`config.mk`:
```
export PLATFORM = sky130hd
export DESIGN_NAME = oais_cell
export DESIGN_NICKNAME = d
export VERILOG_FILES = /design/src/hw/rtl/oais_pkg.sv /design/src/hw/rtl/oais_cell.sv
export SDC_FILE = /design/constraint.sdc
export NUM_CORES = 1
export LEC_CHECK = 0
export BUFFER_PORTS_ARGS = -buffer_cell sky130_fd_sc_hd__buf_4
export CELL_PAD_IN_SITES_DETAIL_PLACEMENT = 1
export CELL_PAD_IN_SITES_GLOBAL_PLACEMENT = 1
export CORE_MARGIN = 2
export CORE_UTILIZATION = 30
export DETAILED_ROUTE_END_ITERATION = 12
export GPL_TIMING_DRIVEN = 1
export PLACE_DENSITY = 0.95
export SYNTH_ARGS = -nofsm -noshare
export SYNTH_HDL_FRONTEND = slang
export SYNTH_SLANG_ARGS = --single-unit
```
`constraint.sdc`:
```
create_clock -name clk -period 4.5 [get_ports clk]
set_input_delay 0.9 -clock clk [delete_from_list [all_inputs] [get_ports clk]]
set_output_delay 0.9 -clock clk [all_outputs]
set_load 0.02 [all_outputs]
```
`src/hw/rtl/oais_pkg.sv`:
```
package oais_pkg;

	localparam logic [2:0] OP_APPEND = 3'd0;
	localparam logic [2:0] OP_INSERT = 3'd1;
	localparam logic [2:0] OP_REMOVE = 3'd2;
	localparam logic [2:0] OP_SEARCH = 3'd3;
	localparam logic [2:0] OP_READ   = 3'd4;

	localparam logic [1:0] ST_OK    = 2'd0;
	localparam logic [1:0] ST_FULL  = 2'd1;
	localparam logic [1:0] ST_RANGE = 2'd2;

	localparam logic [31:0] MASK_RESET = 32'hFFFF_FFFF;

	typedef struct packed {
		logic [2:0]  opcode;
		logic [5:0]  position;
		logic [31:0] element_value;
	} oais_in_t;

	typedef struct packed {
		logic [1:0]  status;
		logic        found;
		logic [5:0]  found_position;
		logic [31:0] read_value;
		logic [6:0]  element_count;
	} oais_out_t;

	// Broadcast to every cell; the shift flags are already qualified by a transfer.
	typedef struct packed {
		logic append;
		logic insert;
		logic remove;
		logic search;
	} oais_cmd_t;

endpackage

```
`src/hw/rtl/oais_cell.sv`:
```
module oais_cell #(
	parameter int INDEX = 0,
	parameter int CW = 7,
	parameter int ELEMENT_WIDTH = 32
) (
	input  logic                     clk,
	input  oais_pkg::oais_cmd_t      cmd,
	input  logic [CW-1:0]            pos,
	input  logic [CW-1:0]            count,
	input  logic [ELEMENT_WIDTH-1:0] value,
	input  logic [ELEMENT_WIDTH-1:0] mask,
	input  logic [ELEMENT_WIDTH-1:0] prev_elem,
	input  logic [ELEMENT_WIDTH-1:0] next_elem,
	output logic [ELEMENT_WIDTH-1:0] elem,
	output logic                     hit
);
	import oais_pkg::*;

	localparam logic [CW-1:0] MY_IDX = CW'(INDEX);

	logic [ELEMENT_WIDTH-1:0] elem_q;
	logic [ELEMENT_WIDTH-1:0] elem_d;
	logic                     load;
	logic                     at_pos;
	logic                     above_pos;

	always_comb begin
		at_pos    = (MY_IDX == pos);
		above_pos = (MY_IDX > pos);
		load      = 1'b0;
		elem_d    = value;
		if (cmd.append && (MY_IDX == count)) begin
			load = 1'b1;
		end else if (cmd.insert && at_pos) begin
			load = 1'b1;
		end else if (cmd.insert && above_pos) begin
			load   = 1'b1;
			elem_d = prev_elem;
		end else if (cmd.remove && (at_pos || above_pos)) begin
			load   = 1'b1;
			elem_d = next_elem;
		end
	end

	always_ff @(posedge clk) begin
		if (load) begin
			elem_q <= elem_d;
		end
	end

	// A search hit needs an occupied cell; a read hit is the addressed cell.
	always_comb begin
		if (cmd.search) begin
			hit = (MY_IDX < count) && (((elem_q ^ value) & mask) == '0);
		end else begin
			hit = at_pos;
		end
	end

	assign elem = elem_q;

endmodule

```
== Yosys cells after proc, flatten, opt, wreduce, memory -nomap -nowiden ==
Index checks and enable logic that the tools add are counted.
Storage, ports and cells
  output and inout bits: 33
  register bits: 32
  input bits: 147
Operators by class
  muxes and demuxes: 9
  order comparisons: 2
  reduce and logical (&&, ||, !) cells: 9
  bitwise gates (word level): 2
Operators by type and width (number)
  32-bit two-way mux: 4
  32-bit bitwise AND: 1
  32-bit zero test: 1
  32-bit XOR: 1
  7-bit zero test: 2
  1-bit by 7-bit > comparator with 1-bit output (first input constant): 1
  1-bit by 7-bit < comparator with 1-bit output (first input constant): 1
  1-bit logical AND: 5
  1-bit two-way mux: 5
  1-bit logical OR: 1

== Longest topological paths before layout ==
  depth in word-level cells: 7
  depth in mapped cells: 6
  mapped depth without buffers: 5

== Worst setup path before layout ==
Ideal clock, no wire load.
  path kind: input to output
  from: in value[8]
  to: out hit
  data arrival time: 2.163 ns
  slack: 1.437 ns
  data required time: 3.600 ns
  stages: 5
  buffers on the path: 0
  path through: xor2_1 -> a22oi_1 -> nand4_1 -> or4_1 -> o22ai_1
On the way
  longest elaborated chain between the ends: 5
Ends and longest elaborated chain
  from (decl): line oais_cell.sv:10  | input logic [ELEMENT_WIDTH-1:0] value,
  32-bit XOR: line oais_cell.sv:54  | hit = (MY_IDX < count) && (((elem_q ^ value) & mask) == '0);
  32-bit bitwise AND: line oais_cell.sv:54
  32-bit zero test: line oais_cell.sv:54
  1-bit logical AND: line oais_cell.sv:54
  1-bit two-way mux: line oais_cell.sv:53  | if (cmd.search) begin
  to (decl): line oais_cell.sv:15  | output logic hit
Every way passes these cells.

== Final worst setup path ==
  from: in value[17]
  to: out hit
The elaborated chain is that of the path after synthesis.

==> metrics <==
post-synth top area share 47.09%; Worst path slowest cell or4_1; Worst-Margin Slew 0.7163 ns; Clock Pin Slew Worst Setup and Hold Paths 0.07 ns; FF+latch count, synth 32; worst path arrival time 2.40 ns; io pins 180; CTS tree yes; most used cell along the critical path buf_4; Filler Cell Count 731; Critical Path Fanout Max 2; GP Congestion 0.7325; fin crit share 73.28%; Max-Cap Viols 0; final number of hold-violating endpoints 0; Worst Hold Path EP elem[25]; Distinct cells, synth 16; Post-Synth Adder-Cell Area 0%; Compound-Gate Fraction of Synth Area 6.499%; vias per std cell 4.721; final WL 6.283 mm; total number of vias 1723; Clock Sinks 32; vias in the first global route 1970; Reg area 960.9 um2; PD cells 228.2 mW/mm2; CTS Buf Count 5; unrepaired setup endpoints after global routing no; worst hold path type input pin to flop; largest net degree at the start of global routing 33; worst path cell trace buf_4, xor2_1, a22oi_1, nand4_1, or4_1, o22ai_1, buf_4; n_diodes 0; area occupied by multi-input gates 0.001016 mm2; fmax 303.3 MHz; Simple-Gate Fraction of Synth Area 6.376%; main combinational cell family by area after synthesis multiplexers; FP Rows 30; Starting Density 30.54%; die area 0.007478 mm2; H-tree Lvls 2; Syn. warnings 0; Syn Inst Count 132; Final Core Density 49.36%; hold_buf cts 0; Seq/Total Area, Yosys 47.09%; Synth Area in XOR/XNOR 13.73%; antenna viol nets, final 0; DP Wirelength 5.285 mm; area of the mapped netlist 0.002041 mm2; first-pass GRT wire length 9.315 mm; Slew Viols, Final 0; # nets final 431; status finished clean; most common cell after layout, fill and taps aside buf_4; placed insts 357; fin crit period 3.297 ns; clk buf depth 2; initial antenna violation count 0; final setup violation count 0; CP max stage delay 0.55 ns; most frequent cells in the layout 148 x buf_4, 32 x xor2_1, 32 x edfxtp_1, 30 x mux2_4, 14 x a22oi_1; residual DRC count 0; post-synthesis mux area share 23.18%; CTS resizes 0; Die Wd 86.48 um; Die H 86.48 um; IO Port Bufs 147; Yosys top cell by area edfxtp_1; total grt overflow 0; Final TNS setup 0 ns; P_leak 0.001557 uW; share of layout cells above drive strength 1 67.02%; startpoint of the worst hold path next_elem[25]; WHS Path Cells 2; CORE AREA 0.006681 mm2; Root Driver clkbuf_8; DR iter-0 viols 53; Critical Path Source Type input pin; Max-Slew Margin vs Limit 52.13%; crit end category output pin; syn_nets 279; maximum vdd drop 0.1144 mV; Syn-to-layout area delta 61.62%; mean post-synth cell area 15.46 um2; DR pass1 iterations 3; number of setup buffers added after CTS 0; max FFs per register 32; Worst EP required 3.60 ns; Setup CP Type input pin to output pin; Non-Filler Instances 365; WL per Instance 17.21 um; GRT Overall Usage 16.34%; top cells by area, synth edfxtp_1 47%, mux2_4 22%, xor2_1 14%
[worst max-delay path, delay by kind of cell]
| family | cells | cell delay [ns] |
|---|---|---|
| AOI/OAI and AO/OA | 2 | 0.34 |
| buffers and inverters | 2 | 0.29 |
| and+or+nand+nor | 2 | 0.72 |
| xor gates and xnor gates | 1 | 0.15 |
[stage by stage]
| step | worst slack, ns | power, uW | hold WS [ns] | instance area, um2 |
|---|---|---|---|---|
| floorplan | 1.437 | 388.9 | 1.117 | 2041 |
| global placement | 1.148 | 482.3 | 1.201 | 3192 |
| detailed placement | 1.129 | 488.8 | 1.204 | 3192 |
| CTS | 1.171 | 762.7 | 0.9044 | 3298 |
| global route | 1.087 | 779.5 | 0.9044 | 3298 |
| finish | 1.203 | 752.6 | 0.9115 | 3298 |
[power by group]
part           leakage (uW)  internal (uW)  switching, uW
registers          0.000288            331           2.08
clock network     0.0000532            161            111
logic               0.00122           99.8           46.9
[cell usage after synthesis, drive strengths merged]
cell,n
edfxtp,32
mux2,32
xor2,32
a22oi,15
nand2,5
nand4,4
buf,3
or4,3
nor4,2
a221oi,1
inv,1
nand3,1
o22ai,1
[per-layer routing]
metal	track usage (%)	vias to the layer above	wire length [um]
met5	0	-	0
met4	4.545	0	62
met3	3.333	5	360
met2	33.92	81	3736
met1	15.83	821	2124
li1	-	816	-
[logic make-up (layout without fill, tap and decap cells)]
logic type | count (synthesis) | count (layout)
flops | 32 | 32
buf+inv | 4 | 157
xor+xnor | 32 | 32
simple gates | 15 | 15
mux | 32 | 32
compound gates | 17 | 17
[how the worst max path moves through the flow]
stage                     cells after the start  slack (ns)       end      start
after floorplan                               5        1.44       hit   value[8]
after global placement                        6        1.15  elem[17]     pos[3]
after detailed placement                      6        1.13   elem[2]     pos[3]
after CTS                                     7        1.17       hit  value[17]
after global routing                          7        1.09       hit  value[29]
final                                         7        1.20       hit  value[17]
[cell type report]
| class | count | area share, % |
|---|---|---|
| repair buffers | 148 | 33.69 |
| multi-input cells | 96 | 30.80 |
| flip-flops and latches | 32 | 29.14 |
| well taps | 80 | 3.035 |
| clock buffers | 5 | 2.086 |
| clock inverters | 3 | 1.138 |
| inverters | 1 | 0.1138 |
(Power assumes the default switching activity.)
